### src/bsd_pkg.sv
// Shared types and constants of the BMP stream decoder.
package bsd_pkg;

  localparam int MAX_DIM = 4096;
  localparam int DIM_W   = $clog2(MAX_DIM + 1);

  localparam logic [1:0] KIND_PIXEL = 2'd0;
  localparam logic [1:0] KIND_DONE  = 2'd1;
  localparam logic [1:0] KIND_ERROR = 2'd2;

  localparam logic [2:0] ERR_NONE   = 3'd0;
  localparam logic [2:0] ERR_SIG    = 3'd1;
  localparam logic [2:0] ERR_DIB    = 3'd2;
  localparam logic [2:0] ERR_WIDTH  = 3'd3;
  localparam logic [2:0] ERR_HEIGHT = 3'd4;
  localparam logic [2:0] ERR_FORMAT = 3'd5;
  localparam logic [2:0] ERR_OFFSET = 3'd6;
  localparam logic [2:0] ERR_TRUNC  = 3'd7;

  typedef struct packed {
    logic [7:0] byte_in;
    logic       end_of_file;
  } item_t;

  typedef struct packed {
    logic [1:0]  kind;
    logic [2:0]  error_code;
    logic [11:0] column;
    logic [11:0] row;
    logic [31:0] pixel_bgra;
    logic [12:0] image_width;
    logic [12:0] image_height;
  } result_t;

endpackage

### src/bsd_in_stage.sv
// Input register stage: holds one byte beat for the decode core.
module bsd_in_stage (
  input  logic           clk,
  input  logic           rst,
  input  logic           in_valid,
  output logic           in_ready,
  input  bsd_pkg::item_t in_item,
  output logic           item_valid,
  input  logic           item_take,
  output bsd_pkg::item_t item
);
  import bsd_pkg::*;

  assign in_ready = !item_valid || item_take;

  always_ff @(posedge clk) begin
    if (rst) begin
      item_valid <= 1'b0;
    end else if (in_valid && in_ready) begin
      item_valid <= 1'b1;
    end else if (item_take) begin
      item_valid <= 1'b0;
    end
    if (in_valid && in_ready) begin
      item <= in_item;
    end
  end

endmodule

### src/bsd_core.sv
// Decode core: header capture and checks, offset skip, pixel assembly.
module bsd_core (
  input  logic             clk,
  input  logic             rst,
  input  logic             item_valid,
  input  bsd_pkg::item_t   item,
  output logic             item_take,
  input  logic             res_ready,
  output logic             res_valid,
  output bsd_pkg::result_t res
);
  import bsd_pkg::*;

  typedef enum logic [2:0] {
    PH_HEADER,
    PH_SKIP,
    PH_PIXELS,
    PH_PAD,
    PH_DONE,
    PH_ERROR
  } phase_t;

  localparam logic [7:0]  SIG_B      = 8'h42;
  localparam logic [7:0]  SIG_M      = 8'h4D;
  localparam logic [5:0]  POS_SIG1   = 6'd1;
  localparam logic [5:0]  POS_DIB    = 6'd17;
  localparam logic [5:0]  POS_WIDTH  = 6'd21;
  localparam logic [5:0]  POS_HEIGHT = 6'd25;
  localparam logic [5:0]  POS_FMT    = 6'd33;
  localparam logic [5:0]  POS_LAST   = 6'd53;
  localparam logic [31:0] OFF_MIN    = 32'd54;

  phase_t             phase, phase_next;
  logic [31:0]        pos, pos_next;
  logic [31:0]        pix_off, pix_off_next;
  logic [31:0]        dib, dib_next;
  logic [31:0]        width, width_next;
  logic [31:0]        height, height_next;
  logic [15:0]        bpp, bpp_next;
  logic [31:0]        comp, comp_next;
  logic [DIM_W-1:0]   col, col_next;
  logic [DIM_W-1:0]   row, row_next;
  logic [DIM_W-1:0]   habs, habs_next;
  logic               bottom, bottom_next;
  logic [1:0]         bip, bip_next;
  logic [23:0]        gather, gather_next;
  logic [1:0]         pad, pad_next;

  logic [7:0]         b;
  logic [5:0]         hpos;
  logic [1:0]         lane;
  logic [31:0]        habs_full;
  logic               bpp32;
  logic [1:0]         last;
  logic [2:0]         err;
  logic               have_pix, complete, row_end, emit;
  logic [DIM_W-1:0]   pcol, prow;
  logic [31:0]        pval;
  logic [DIM_W-1:0]   col_inc, row_inc;
  logic [1:0]         pad_dec;

  assign item_take = item_valid && res_ready;
  assign b         = item.byte_in;
  assign hpos      = pos[5:0];
  assign lane      = hpos[1:0] - 2'd2;
  assign bpp32     = (bpp == 16'd32);
  assign last      = bpp32 ? 2'd3 : 2'd2;
  assign col_inc   = col + 1'b1;
  assign row_inc   = row + 1'b1;
  assign pad_dec   = pad - 2'd1;

  always_comb begin
    phase_next   = phase;
    pos_next     = pos;
    pix_off_next = pix_off;
    dib_next     = dib;
    width_next   = width;
    height_next  = height;
    bpp_next     = bpp;
    comp_next    = comp;
    col_next     = col;
    row_next     = row;
    habs_next    = habs;
    bottom_next  = bottom;
    bip_next     = bip;
    gather_next  = gather;
    pad_next     = pad;
    err          = ERR_NONE;
    have_pix     = 1'b0;
    complete     = 1'b0;
    row_end      = 1'b0;
    pcol         = '0;
    prow         = '0;
    pval         = '0;
    habs_full    = height_next[31] ? (32'd0 - height_next) : height_next;
    emit         = 1'b0;
    res          = '0;

    case (phase)
      PH_HEADER: begin
        if (hpos >= 6'd10 && hpos <= 6'd13) pix_off_next[{lane, 3'b000} +: 8] = b;
        if (hpos >= 6'd14 && hpos <= 6'd17) dib_next[{lane, 3'b000} +: 8] = b;
        if (hpos >= 6'd18 && hpos <= 6'd21) width_next[{lane, 3'b000} +: 8] = b;
        if (hpos >= 6'd22 && hpos <= 6'd25) height_next[{lane, 3'b000} +: 8] = b;
        if (hpos >= 6'd28 && hpos <= 6'd29) bpp_next[{hpos[0], 3'b000} +: 8] = b;
        if (hpos >= 6'd30 && hpos <= 6'd33) comp_next[{lane, 3'b000} +: 8] = b;
        habs_full = height_next[31] ? (32'd0 - height_next) : height_next;
        if (hpos == 6'd0 && b != SIG_B) err = ERR_SIG;
        if (hpos == POS_SIG1 && b != SIG_M) err = ERR_SIG;
        if (hpos == POS_DIB && dib_next != 32'd40 && dib_next != 32'd108
            && dib_next != 32'd124) err = ERR_DIB;
        if (hpos == POS_WIDTH && (width_next == 32'd0 || width_next > 32'(MAX_DIM)))
          err = ERR_WIDTH;
        if (hpos == POS_HEIGHT && (habs_full == 32'd0 || habs_full > 32'(MAX_DIM)))
          err = ERR_HEIGHT;
        if (hpos == POS_HEIGHT) begin
          habs_next   = habs_full[DIM_W-1:0];
          bottom_next = !height_next[31];
        end
        if (hpos == POS_FMT && ((bpp_next != 16'd24 && bpp_next != 16'd32)
            || (comp_next != 32'd0 && comp_next != 32'd3))) err = ERR_FORMAT;
        if (hpos == POS_LAST && pix_off < OFF_MIN) err = ERR_OFFSET;
        pos_next = pos + 32'd1;
        if (hpos == POS_LAST && err == ERR_NONE) begin
          phase_next = (pix_off == OFF_MIN) ? PH_PIXELS : PH_SKIP;
        end
      end
      PH_SKIP: begin
        pos_next = pos + 32'd1;
        if (pos_next >= pix_off) phase_next = PH_PIXELS;
      end
      PH_PIXELS: begin
        if (bip < last) begin
          gather_next[{bip, 3'b000} +: 8] = b;
          bip_next = bip + 2'd1;
        end else begin
          pval        = bpp32 ? {b, gather} : {8'hFF, b, gather[15:0]};
          pcol        = col;
          prow        = bottom ? (habs - 1'b1 - row) : row;
          have_pix    = 1'b1;
          bip_next    = 2'd0;
          gather_next = '0;
          col_next    = col_inc;
          if (col_inc >= width[DIM_W-1:0]) begin
            col_next = '0;
            if (!bpp32 && width[1:0] != 2'd0) begin
              pad_next   = width[1:0];
              phase_next = PH_PAD;
            end else begin
              row_end = 1'b1;
            end
          end
        end
      end
      PH_PAD: begin
        pad_next = pad_dec;
        if (pad_dec == 2'd0) row_end = 1'b1;
      end
      default: begin
      end
    endcase

    if (row_end) begin
      row_next = row_inc;
      if (row_inc >= habs) begin
        phase_next = PH_DONE;
        complete   = 1'b1;
      end else begin
        phase_next = PH_PIXELS;
      end
    end

    if (err != ERR_NONE) begin
      emit           = 1'b1;
      res.kind       = KIND_ERROR;
      res.error_code = err;
      phase_next     = PH_ERROR;
    end else if (item.end_of_file && phase != PH_DONE && phase != PH_ERROR && !complete) begin
      emit           = 1'b1;
      res.kind       = KIND_ERROR;
      res.error_code = ERR_TRUNC;
      if (phase_next != PH_HEADER) begin
        res.image_width  = width[12:0];
        res.image_height = 13'(habs);
      end
    end else if (complete || have_pix) begin
      emit             = 1'b1;
      res.kind         = complete ? KIND_DONE : KIND_PIXEL;
      res.column       = 12'(pcol);
      res.row          = 12'(prow);
      res.pixel_bgra   = pval;
      res.image_width  = width[12:0];
      res.image_height = 13'(habs);
    end
  end

  assign res_valid = item_take && emit;

  always_ff @(posedge clk) begin
    if (rst || (item_take && item.end_of_file)) begin
      phase   <= PH_HEADER;
      pos     <= '0;
      pix_off <= '0;
      dib     <= '0;
      width   <= '0;
      height  <= '0;
      bpp     <= '0;
      comp    <= '0;
      col     <= '0;
      row     <= '0;
      habs    <= '0;
      bottom  <= 1'b0;
      bip     <= '0;
      gather  <= '0;
      pad     <= '0;
    end else if (item_take) begin
      phase   <= phase_next;
      pos     <= pos_next;
      pix_off <= pix_off_next;
      dib     <= dib_next;
      width   <= width_next;
      height  <= height_next;
      bpp     <= bpp_next;
      comp    <= comp_next;
      col     <= col_next;
      row     <= row_next;
      habs    <= habs_next;
      bottom  <= bottom_next;
      bip     <= bip_next;
      gather  <= gather_next;
      pad     <= pad_next;
    end
  end

endmodule

### src/bsd_out_stage.sv
// Output register stage: holds one result beat until the sink takes it.
module bsd_out_stage (
  input  logic             clk,
  input  logic             rst,
  input  logic             res_valid,
  output logic             res_ready,
  input  bsd_pkg::result_t res,
  output logic             out_valid,
  input  logic             out_ready,
  output bsd_pkg::result_t out_res
);
  import bsd_pkg::*;

  assign res_ready = !out_valid || out_ready;

  always_ff @(posedge clk) begin
    if (rst) begin
      out_valid <= 1'b0;
    end else if (res_valid && res_ready) begin
      out_valid <= 1'b1;
    end else if (out_ready) begin
      out_valid <= 1'b0;
    end
    if (res_valid && res_ready) begin
      out_res <= res;
    end
  end

endmodule

### src/bmp_stream_decoder.sv
// BMP stream decoder for 24 and 32 bpp images, one file byte per beat.
// Takes one byte per cycle while the result side keeps up. A byte that gives a result has it
// in the output register once it is taken from the input register (input register, one pass
// of per-byte decode logic, output register). Every byte needs a free output register to move
// on, so a result held by the sink stalls the input.
// The header is captured little-endian and checked field by field; the first failing check
// gives a single error result, after which bytes are dropped until the end-of-file byte.
// Pixels come out in file order with their destination column and row (bottom-up files are
// flipped through the row index); the byte that ends the pixel data, padding included,
// gives the image-complete result. A byte marked end-of-file always returns the decoder
// to its reset state, so the next byte starts a new file.
module bmp_stream_decoder (
  input  logic        clk,
  input  logic        rst,
  input  logic        in_valid,
  output logic        in_ready,
  input  logic [7:0]  byte_in,
  input  logic        end_of_file,
  output logic        out_valid,
  input  logic        out_ready,
  output logic [1:0]  kind,
  output logic [2:0]  error_code,
  output logic [11:0] column,
  output logic [11:0] row,
  output logic [31:0] pixel_bgra,
  output logic [12:0] image_width,
  output logic [12:0] image_height
);
  import bsd_pkg::*;

  item_t   in_item, item;
  result_t res, out_res;
  logic    item_valid, item_take, res_valid, res_ready;

  assign in_item.byte_in     = byte_in;
  assign in_item.end_of_file = end_of_file;

  bsd_in_stage u_in (
    .clk        (clk),
    .rst        (rst),
    .in_valid   (in_valid),
    .in_ready   (in_ready),
    .in_item    (in_item),
    .item_valid (item_valid),
    .item_take  (item_take),
    .item       (item)
  );

  bsd_core u_core (
    .clk        (clk),
    .rst        (rst),
    .item_valid (item_valid),
    .item       (item),
    .item_take  (item_take),
    .res_ready  (res_ready),
    .res_valid  (res_valid),
    .res        (res)
  );

  bsd_out_stage u_out (
    .clk       (clk),
    .rst       (rst),
    .res_valid (res_valid),
    .res_ready (res_ready),
    .res       (res),
    .out_valid (out_valid),
    .out_ready (out_ready),
    .out_res   (out_res)
  );

  assign kind         = out_res.kind;
  assign error_code   = out_res.error_code;
  assign column       = out_res.column;
  assign row          = out_res.row;
  assign pixel_bgra   = out_res.pixel_bgra;
  assign image_width  = out_res.image_width;
  assign image_height = out_res.image_height;

endmodule

### config.mk
export PLATFORM = sky130hd
export DESIGN_NAME = bmp_stream_decoder
export DESIGN_NICKNAME = d
export VERILOG_FILES = /design/src/bsd_pkg.sv /design/src/bsd_in_stage.sv /design/src/bsd_core.sv /design/src/bsd_out_stage.sv /design/src/bmp_stream_decoder.sv
export SDC_FILE = /design/constraint.sdc
export NUM_CORES = 1
export LEC_CHECK = 0
export BUFFER_PORTS_ARGS = -buffer_cell sky130_fd_sc_hd__buf_2
export CAP_MARGIN = 5
export CORE_ASPECT_RATIO = 1.75
export CORE_MARGIN = 3
export CORE_UTILIZATION = 40
export DETAILED_ROUTE_END_ITERATION = 8
export GPL_TIMING_DRIVEN = 0
export PLACE_DENSITY_LB_ADDON = 0.25
export SETUP_SLACK_MARGIN = 0.2
export SLEW_MARGIN = 15
export SYNTH_ARGS = -nofsm -noshare
export SYNTH_HDL_FRONTEND = slang
export SYNTH_SLANG_ARGS = --single-unit
### constraint.sdc
create_clock -name clk -period 14.3 [get_ports clk]
set_input_delay 0.715 -clock clk [delete_from_list [all_inputs] [get_ports clk]]
set_output_delay 0.715 -clock clk [all_outputs]
set_load 0.02 [all_outputs]
==> qor.csv, run 1 <==
stage,metric,value,unit
final_layout,Antenna diodes,0,
status,status,completed,
timing,final number of max-transition violations,0,
route,met3 wire length,4.238,mm
placed_design,DP HPWL,57.72,mm
clocking,CTS buffer count,37,
synthesis,Yosys top cell by area,dfxtp_1,
floorplan,Die X,177.8,um
global_route,total gr overflow,0,
timing,Achievable Freq,0.1291,GHz
synthesis,Main synth FF type,dfxtp_1,
synthesis,Mapped Area,0.02067,mm2
timing,endpoints failing hold,0,
placed_design,Port Buffer Count,101,
timing,fin crit period,7.745,ns
power_and_ir_drop,Pwr Density,106.2,mW/mm2
route,Via density,5.873,
floorplan,Core Area,0.05087,mm2
final_layout,most frequent cells in the layout,"nor2_1, dfxtp_1, a21oi_1, nand2_1, buf_2",
route,drt total wl,74.51,mm
floorplan,Initial Util,0.4063,
synthesis,post-synthesis register bit count,377,
synthesis,asr flop ratio synth,0,
synthesis,total nets after synthesis,2571,
clocking,Clock Sinks,377,
timing,Worst Tran Pin Value,1.135,ns
floorplan,die area,0.05455,mm2
clocking,worst-case clock buffer depth,3,
power_and_ir_drop,worst vdd ir,0.07055,mV
setup_path,CP Launch Type,flip-flop,
flow_run,Max-Cap Viols,0,
setup_path,arrival time at the worst endpoint,8.04,ns
clocking,clock transition at the registers of the reported paths,0.07,ns
clocking,CTS H-tree lvls,2,
clocking,Post-CTS Setup Inserts,0,
timing,crit share post-route,0.5416,
floorplan,Rows,109,
synthesis,Post-synth EDFFs,96,
global_route,Total GRT Usage,0.2660,
route,Detailed Route Iter0 Violations,1573,
final_layout,Fill cells,4992,
clocking,hold_buf cts,0,
final_layout,share of layout cells above drive strength 1,0.09184,
final_layout,"leading cell type in the layout, fill and taps excluded",nor2_1,
route,max layer used,met4,
final_layout,area occupied by multi-input gates,0.01119,mm2
power_and_ir_drop,Leak,0.008828,uW
route,DR WL met2,37.89,mm
route,post-route ant nets,0,
timing,relative slew slack,0.2431,
setup_path,Worst setup EP type,flip-flop,
global_route,initial antenna violation count,0,
route,via count,19450,
final_layout,Layout Nets,2715,
route,DR pass1 iterations,6,
placed_design,gp weighted congestion,0.9716,
timing,RSZ-0062 raised after global routing,false,
timing,Final setup viols,0,
timing,Worst Skew,0.02905,ns
placed_design,Post-DP Area,0.02212,mm2
synthesis,Synth Area per Inst,8.358,um2
route,wire per inst,22.50,um
timing,total negative slack,0,ns
global_route,global-route wire length before repair,111.9,mm
setup_path,worst-path fanout max,25,
route,Met1 Routed Length,26.23,mm
route,DRC viols,0,
synthesis,Synth area leaders,"dfxtp_1, edfxtp_1, nor2_1",
synthesis,Yosys Warn Count,0,
clocking,clock root buffer,clkbuf_16,
global_route,vias in the first global route,19049,
global_route,largest net degree at the start of global routing,29,
clocking,CTS tree,built,
clocking,post-cts sizing count,0,
clocking,Clock Latency Late Sink,0.56,ns
setup_path,worst endpoint required time,14.59,ns
final_layout,area grow syn2layout,13.37,%
setup_path,Setup CP Type,flip-flop to flip-flop,
synthesis,sequential fraction of the synthesis area,0.4116,
floorplan,# IOs,102,
floorplan,Die Y,306.7,um
synthesis,Synth top area share,0.2722,
synthesis,Cells after Synth,2473,
final_layout,Finished Cell Area,0.02343,mm2
synthesis,library cells used by synthesis,104,
final_layout,Reg area,0.008508,mm2
hold_path,Hold/Removal Path Class,input pin to flip-flop,
## worst paths after layout
check / start / endpoint / slack, ns / cells past startpoint
setup reg to reg: u_core.pos[0] / u_out.out_res[3] / 6.55 / 23
hold / removal: end_of_file / u_in.item[0] / 0.33 / 1
hold reg to reg: u_core.bpp[12] / u_core.bpp[12] / 0.46 / 2
setup / recovery: u_core.pos[0] / u_out.out_res[3] / 6.55 / 23
## critical path, cell delays in order, from the launching register on
cell	delay, ns
dfxtp_1	0.61
buf_2	0.41
inv_1	0.27
ha_1	0.44
buf_2	0.25
and4b_4	0.25
and2_1	0.15
clkbuf_1	0.30
a22oi_2	0.49
ha_1	0.24
inv_1	0.08
a31oi_1	0.21
and2_1	0.21
buf_6	0.16
and4_1	0.18
clkbuf_1	0.31
nand3_1	0.21
mux2i_1	0.17
nor4_1	0.65
a41oi_2	0.40
o21ai_2	0.55
a31oi_4	0.40
buf_16	0.29
buf_16	0.18
## stage by stage
step	power [uW]	setup slack, ns	hold slack (ns)	utilization	std cells
2_1_floorplan	1324	4.930	0.4313	-	2473
3_3_place_gp	1445	1.266	0.4437	0.4326	3240
3_5_place_dp	1446	6.723	0.4524	0.4349	3244
4_1_cts	2499	6.637	0.3061	0.4607	3312
5_1_grt	2559	6.283	0.3206	0.4607	3312
6_report	2489	6.555	0.3292	0.4607	3312
## logic make-up (layout without fill, tap and decap cells)
logic type / after synthesis / after routing / synth area share
xor gates and xnor gates: 106 / 106 / 0.04492
and+or+nand+nor: 1044 / 1044 / 0.2420
DFF: 377 / 377 / 0.4116
AOI/OAI and AO/OA: 567 / 567 / 0.1764
adders and majority gates: 85 / 85 / 0.05182
muxes: 50 / 50 / 0.02476
buffers and inverters: 244 / 417 / 0.04849
## synth_stat cells, types with 12 or more instances
library cell	count
mux2i_1	46
xnor2_1	61
nor2b_1	14
a22oi_1	44
dfxtp_1	281
and2_1	57
buf_2	23
or3_1	20
nor3_1	46
a211oi_1	33
ha_1	84
o21ai_1	13
clkbuf_1	117
nand2_1	187
a31oi_1	22
xor2_1	45
inv_1	88
nor2_1	426
or4_1	12
and3_1	70
a21o_1	25
nor4_1	34
nand4_1	28
edfxtp_1	96
o21ai_0	87
a21oi_1	213
nand3_1	83
## layer usage
metal,track usage,vias up
li1,-,9093
met1,0.2785,9226
met4,0.1869,0
met5,0,-
met3,0.03546,289
met2,0.4831,842
## where the power goes
part | internal (uW) | switching, uW
combinational | 79.7 | 223
clock | 606 | 455
sequential | 1110 | 12.7
total | 1800 | 691
## state kept, by name, indices dropped and copies added (netlist names), 24 cells and up
register        flops
u_core.gather      24
u_core.pos         32
u_core.dib         32
u_out.out_res      87
u_core.comp        32
u_core.width       32
u_core.height      32
u_core.pix_off     32
## cell type report
cell class,count,share of cell area
multi-input combinational,1852,0.4773
sequential,377,0.3631
clock buffer,48,0.04522
tap,666,0.03556
buffer,155,0.02851
timing repair buffer,105,0.02531
inverter,89,0.01426
clock inverter,20,0.01073
No activity file was read; power rests on OpenSTA's default activity.
==> run 2, diff against run 1 <==
- ABC_AREA: not set -> 1
- clock period: 14.3 -> 7.6 ns (I/O delays scaled with it)
==> qor.csv, run 2 <==
stage,metric,value,unit,change
power_and_ir_drop,net switching power,1706,uW,was 691.0 uW
hold_path,hold depth,1,,unchanged
clocking,Clock Sinks,377,,unchanged
route,drt total wl,75.97,mm,was 74.51 mm
power_and_ir_drop,switching share of power,0.3269,,was 0.2776
power_and_ir_drop,Pwr Density,212.5,mW/mm2,was 106.2 mW/mm2
timing,Worst Tran Pin Value,1.225,ns,was 1.135 ns
setup_path,worst-case reg-to-reg path depth,28,,was 23
synthesis,Yosys top cell by area,dfxtp_1,,unchanged
global_route,initial antenna violation count,1,,was 0
synthesis,post-synthesis compound-gate area fraction,0.1815,,was 0.1764
synthesis,Mapped Area,0.02188,mm2,was 0.02067 mm2
route,wire per inst,19.24,um,was 22.50 um
route,DR pass1 iterations,6,,unchanged
floorplan,Rows,112,,was 109
setup_path,worst endpoint required time,7.87,ns,was 14.59 ns
final_layout,share of layout cells above drive strength 1,0.09620,,was 0.09184
synthesis,largest family of logic cells by synthesized area,simple AND/OR/NAND/NOR gates,,unchanged
synthesis,Post-synth EDFFs,96,,unchanged
clocking,worst-case clock buffer depth,3,,unchanged
hold_path,Hold/Removal Path Class,input pin to flip-flop,,unchanged
clocking,CTS tree,built,,unchanged
placed_design,gp weighted congestion,1.003,,was 0.9716
clocking,clock transition at the registers of the reported paths,0.07,ns,about the same
placed_design,DP HPWL,59.96,mm,was 57.72 mm
timing,fin crit period,6.327,ns,was 7.745 ns
synthesis,Yosys Warn Count,0,,unchanged
clocking,clock root buffer,clkbuf_16,,unchanged
clocking,post-cts sizing count,0,,unchanged
synthesis,post-synthesis register bit count,377,,unchanged
timing,Worst Skew,0.03779,ns,was 0.02905 ns
synthesis,Synth top cells by count,"nand2_1, inv_1, o21ai_0",,"was nor2_1, dfxtp_1, a21oi_1"
synthesis,Main synth FF type,dfxtp_1,,unchanged
setup_path,Worst setup EP type,flip-flop,,unchanged
floorplan,Initial Util,0.4077,,was 0.4063
global_route,largest net degree at the start of global routing,55,,was 29
timing,Achievable Freq,0.1581,GHz,was 0.1291 GHz
power_and_ir_drop,worst vdd ir,0.1346,mV,was 0.07055 mV
setup_path,"Max stage delay cell, worst path",nor2_1,,was nor4_1
clocking,CTS buffer count,37,,unchanged
setup_path,CP max stage delay,0.95,ns,was 0.65 ns
synthesis,top-count cell post-synth,nand2_1,,was nor2_1
setup_path,worst-path fanout max,54,,was 25
synthesis,simple-gate share of the synthesized area,0.2379,,was 0.2420
final_layout,Finished Cell Area,0.02457,mm2,was 0.02343 mm2
synthesis,Synth Area in XOR/XNOR,0.01921,,was 0.04492
setup_path,arrival time at the worst endpoint,6.60,ns,was 8.04 ns
power_and_ir_drop,combinational fraction of design power,0.207,,was 0.122
synthesis,adder-cell share of the synthesized area,0.04895,,was 0.05182
final_layout,"non-filler cells, final",3949,,was 3312
timing,Final setup viols,0,,unchanged
route,DRC viols,0,,unchanged
synthesis,Synth top area share,0.2571,,was 0.2722
power_and_ir_drop,Clk network pwr share,0.368,,was 0.426
final_layout,Layout Nets,3333,,was 2715
floorplan,# IOs,102,,unchanged
synthesis,library cells used by synthesis,52,,was 104
synthesis,total nets after synthesis,3185,,was 2571
final_layout,area grow syn2layout,12.29,%,was 13.37%
synthesis,post-synthesis mux area share,0,,was 0.02476
global_route,total gr overflow,0,,unchanged
synthesis,asr flop ratio synth,0,,unchanged
setup_path,Setup CP Type,flip-flop to flip-flop,,unchanged
final_layout,"leading cell type in the layout, fill and taps excluded",nand2_1,,was nor2_1
route,post-route ant nets,0,,unchanged
placed_design,Placed Cells incl. Taps,3873,,was 3244
placed_design,Post-DP Area,0.02327,mm2,was 0.02212 mm2
final_layout,Biggest register,u_out.out_res,,unchanged
clocking,CTS H-tree lvls,2,,unchanged
synthesis,sequential fraction of the synthesis area,0.3888,,was 0.4116
clocking,Clock Latency Late Sink,0.57,ns,was 0.56 ns
setup_path,CP Launch Type,flip-flop,,unchanged
floorplan,Die X,182.8,um,was 177.8 um
floorplan,Die Y,315.4,um,was 306.7 um
floorplan,die area,0.05766,mm2,was 0.05455 mm2
final_layout,number of flip-flops in the largest register,87,,unchanged
global_route,global-route wire length before repair,115.3,mm,was 111.9 mm
power_and_ir_drop,Flop pwr share,0.426,,was 0.452
synthesis,Synth area leaders,"dfxtp_1, edfxtp_1, nand2_1",,"was dfxtp_1, edfxtp_1, nor2_1"
timing,crit share post-route,0.8325,,was 0.5416
timing,relative slew slack,0.1773,,was 0.2431
timing,worst hold slack,0.01484,ns,was 0.3292 ns
timing,final number of max-transition violations,0,,unchanged
flow_run,Max-Cap Viols,0,,unchanged
route,via count,20905,,was 19450
status,status,completed,,unchanged
timing,endpoints failing hold,0,,unchanged
global_route,Total GRT Usage,0.2580,,was 0.2660
synthesis,Cells after Synth,3087,,was 2473
floorplan,Core Area,0.05367,mm2,was 0.05087 mm2
placed_design,Port Buffer Count,101,,unchanged
global_route,vias in the first global route,20454,,was 19049
final_layout,most frequent cells in the layout,"nand2_1, inv_1, o21ai_0, dfxtp_1, a21oi_1",,"was nor2_1, dfxtp_1, a21oi_1, nand2_1, buf_2"
setup_path,cell mode on critical path,nand2_1,,
synthesis,Synth Area per Inst,7.088,um2,was 8.358 um2
route,Detailed Route Iter0 Violations,1395,,was 1573
power_and_ir_drop,Pint,3513,uW,was 1798 uW
route,Via density,5.294,,was 5.873
power_and_ir_drop,Leak,0.01137,uW,was 0.008828 uW
timing,RSZ-0062 raised after global routing,false,,unchanged
final_layout,Util after Layout,0.4578,,was 0.4607
==> run 2: worst paths after layout <==
check / startpoint / end / slack (ns)
max: u_core.pos[0] / u_out.out_res[65] / 1.27
min: byte_in[0] / u_in.item[1] / 0.01
max reg2reg: u_core.pos[0] / u_out.out_res[65] / 1.27
min reg2reg: u_core.pix_off[4] / u_core.pix_off[4] / 0.47
==> run 2: through the flow <==
| stage | setup slack, ns | setup TNS (ns) | power [uW] |
|---|---|---|---|
| 6_report | 1.273 | 0 | 5220 |
| 5_1_grt | 0.7368 | 0 | 5446 |
| 4_1_cts | 1.358 | 0 | 5240 |
| 3_5_place_dp | 1.399 | 0 | 3323 |
| 3_3_place_gp | -0.1415 | -11.25 | 3316 |
| 2_1_floorplan | 2.327 | 0 | 2972 |
==> run 2: cells by family after synthesis <==
kind of cell | count (synthesis)
simple gates | 1158
buf+inv | 689
fa+ha+maj | 85
flops | 377
compound gates | 730
xor+xnor | 48
==> run 2: per-layer routing <==
| metal | track usage | vias up | share of wire |
|---|---|---|---|
| li1 | - | 10395 | - |
| met1 | 0.2486 | 9538 | 0.34 |
| met2 | 0.4771 | 691 | 0.51 |
| met3 | 0.03419 | 281 | 0.048 |
| met4 | 0.2213 | 0 | 0.10 |
| met5 | 0 | - | 0 |
==> run 2: power groups by stage <==
stage               combinational (uW)  clock, uW  sequential, uW
floorplan                          689          0            2280
global placement                  1050          0            2270
detailed placement                1060          0            2270
CTS                               1070       1950            2220
global route                      1190       2020            2230
finish                            1080       1920            2220
==> run 2: layout make-up <==
cell class	instances	area [um2]
Fill cell	5640	29100
Multi-Input combinational cell	2021	10670
Sequential cell	377	8508
Inverter	556	2092
Clock buffer	47	993.5
Tap cell	684	855.8
Buffer	133	615.6
Timing Repair Buffer	109	603.1
Clock inverter	21	231.5
Antenna cell	1	2.502
==> run 2: critical path, delay by kind of cell, from the launching register on <==
| family | cells | cell delay, ns |
|---|---|---|
| simple gates | 21 | 3.66 |
| buf+inv | 5 | 0.94 |
| flops | 1 | 0.62 |
| fa+ha+maj | 1 | 0.43 |
| compound gates | 1 | 0.31 |
==> run 2: timing repair <==
item,4_1_cts,5_1_grt
endpoints found under the setup margin,0,0
setup buffers,0,0
endpoints found under the hold margin,8,0
hold buffers,7,0
==> run 3, diff against run 2 <==
- ABC_AREA: 1 -> 0
- clock period: 7.6 -> 5.21 ns (I/O delays scaled with it)
==> qor.csv, run 3 (synthesized netlist as in run 1, its figures left out) <==
stage,metric,value,unit,change
setup_path,worst endpoint required time,5.54,ns,was 7.87 ns
final_layout,Util after Layout,0.4869,,was 0.4578
final_layout,"leading cell type in the layout, fill and taps excluded",nor2_1,,was nand2_1
power_and_ir_drop,Pwr Density,286.2,mW/mm2,was 212.5 mW/mm2
clocking,Clock Sinks,377,,unchanged
timing,RSZ-0062 raised after global routing,true,,was false
power_and_ir_drop,worst vdd ir,0.1994,mV,was 0.1346 mV
clocking,worst-case clock buffer depth,3,,unchanged
power_and_ir_drop,Leak,0.009409,uW,was 0.01137 uW
flow_run,Max-Cap Viols,0,,unchanged
clocking,clock root buffer,clkbuf_16,,unchanged
clocking,Clock Latency Late Sink,0.56,ns,was 0.57 ns
timing,relative slew slack,0.2258,,was 0.1773
setup_path,arrival time at the worst endpoint,5.56,ns,was 6.60 ns
timing,Worst Skew,0.02557,ns,was 0.03779 ns
timing,Achievable Freq,0.1912,GHz,was 0.1581 GHz
route,DR pass1 iterations,6,,unchanged
setup_path,Setup CP Type,flip-flop to flip-flop,,unchanged
setup_path,worst-path fanout max,10,,was 54
power_and_ir_drop,combinational fraction of design power,0.143,,was 0.207
placed_design,DP HPWL,58.14,mm,was 59.96 mm
route,post-route ant nets,0,,unchanged
floorplan,Die X,177.8,um,was 182.8 um
status,status,finished with violations,,was completed
setup_path,worst-case reg-to-reg path depth,21,,was 28
floorplan,Initial Util,0.4063,,was 0.4077
final_layout,share of layout cells above drive strength 1,0.1344,,was 0.09620
hold_path,Hold/Removal Path Class,input pin to flip-flop,,unchanged
placed_design,Post-DP Area,0.02226,mm2,was 0.02327 mm2
hold_path,hold depth,4,,was 1
power_and_ir_drop,Flop pwr share,0.436,,was 0.426
clocking,CTS buffer count,38,,was 37
placed_design,gp weighted congestion,0.9669,,was 1.003
timing,crit share post-route,1.004,,was 0.8325
power_and_ir_drop,Clk network pwr share,0.421,,was 0.368
setup_path,CP Launch Type,flip-flop,,unchanged
setup_path,Worst setup EP type,flip-flop,,unchanged
timing,endpoints failing hold,0,,unchanged
final_layout,most frequent cells in the layout,"nor2_1, dfxtp_1, a21oi_1, nand2_1, buf_2",,"was nand2_1, inv_1, o21ai_0, dfxtp_1, a21oi_1"
final_layout,Biggest register,u_out.out_res,,unchanged
route,wire per inst,23.22,um,was 19.24 um
global_route,Total GRT Usage,0.2789,,was 0.2580
final_layout,area grow syn2layout,19.82,%,was 12.29%
global_route,largest net degree at the start of global routing,17,,was 55
floorplan,Core Area,0.05087,mm2,was 0.05367 mm2
global_route,vias in the first global route,19575,,was 20454
clocking,CTS tree,built,,unchanged
status,failing checks,setup timing,,
power_and_ir_drop,Pint,5096,uW,was 3513 uW
timing,fin crit period,5.230,ns,was 6.327 ns
route,Detailed Route Iter0 Violations,1576,,was 1395
floorplan,Die Y,306.7,um,was 315.4 um
clocking,clock transition at the registers of the reported paths,0.07,ns,about the same
final_layout,Layout Nets,2777,,was 3333
final_layout,Finished Cell Area,0.02477,mm2,was 0.02457 mm2
global_route,initial antenna violation count,1,,unchanged
global_route,global-route wire length before repair,116.2,mm,was 115.3 mm
final_layout,number of flip-flops in the largest register,87,,unchanged
route,via count,19886,,was 20905
timing,Worst Tran Pin Value,1.161,ns,was 1.225 ns
timing,setup ws final,-0.01975,ns,was 1.273 ns
route,DRC viols,0,,unchanged
route,drt total wl,78.37,mm,was 75.97 mm
power_and_ir_drop,Design Power,7089,uW,was 5220 uW
clocking,CTS H-tree lvls,2,,unchanged
timing,worst hold slack,0.07876,ns,was 0.01484 ns
power_and_ir_drop,net switching power,1993,uW,was 1706 uW
timing,final number of max-transition violations,0,,unchanged
timing,Final setup viols,27,,was 0
floorplan,die area,0.05455,mm2,was 0.05766 mm2
placed_design,Port Buffer Count,101,,unchanged
global_route,total gr overflow,0,,unchanged
power_and_ir_drop,switching share of power,0.2811,,was 0.3269
floorplan,Rows,109,,was 112
floorplan,# IOs,102,,unchanged
route,Via density,5.892,,was 5.294
## run 3: power by group through the flow
stage	logic (uW)	registers, uW	clock network (uW)
global placement	809	3160	0
CTS	950	3090	3010
global route	1060	3090	3130
finish	1010	3090	2990
floorplan	456	3190	0
detailed placement	829	3160	0
## run 3: timing repair
action,CTS,global route
gates cloned,7,3
endpoints found under the setup margin,125,128
hold buffers,11,0
setup buffers,34,5
endpoints found under the hold margin,10,0
gates resized for setup,68,45
pin swaps,13,11
## run 3: layer usage
layer,global-route usage,vias up,share of wire
met2,0.4892,924,0.50
met3,0.04967,347,0.064
li1,-,9236,-
met5,0,-,0
met1,0.2825,9379,0.34
met4,0.2353,0,0.10
## run 3: worst paths after layout
check	from	end	slack, ns
setup reg to reg	u_core.pos[0]	u_out.out_res[36]	-0.02
hold / removal	rst	u_core.phase[2]	0.08
setup / recovery	u_core.pos[0]	u_out.out_res[36]	-0.02
hold reg to reg	u_core.bpp[12]	u_core.bpp[12]	0.46
## run 3: layout make-up
class	count	area, um2
antenna	1	2.502
buffer	155	782.0
clock buffer	46	1046
clock inverter	23	281.5
fill	4854	26100
inverter	89	346.6
multi-input combinational	1852	11560
sequential	377	8521
tap	666	833.3
timing repair buffer	166	1391
## run 3: metrics by stage
step           setup slack [ns]  TNS [ns]  instances
2_1_floorplan           -0.4642    -40.39       2473
3_3_place_gp             -2.199   -192.73       3240
3_5_place_dp             -1.178    -89.44       3245
4_1_cts                 0.08068         0       3366
5_1_grt                -0.03714   -0.7964       3374
6_report               -0.01975   -0.3405       3375
## run 3: worst max-delay path, cell delays in order, from the launching register on
cell and delay (ns):
dfxtp_4 0.43, buf_12 0.15, inv_8 0.05, ha_4 0.32, buf_12 0.14, and4bb_2 0.29, and2_1 0.14, clkbuf_4 0.24
a32o_1 0.24, buf_4 0.25, o311ai_0 0.27, a221o_1 0.35, a22oi_1 0.23, nand4_1 0.17, nor4_4 0.42, a41oi_4 0.28
o21ai_4 0.27, a31oi_4 0.13, clkbuf_16 0.20, buf_12 0.14, buf_12 0.13, buf_12 0.12
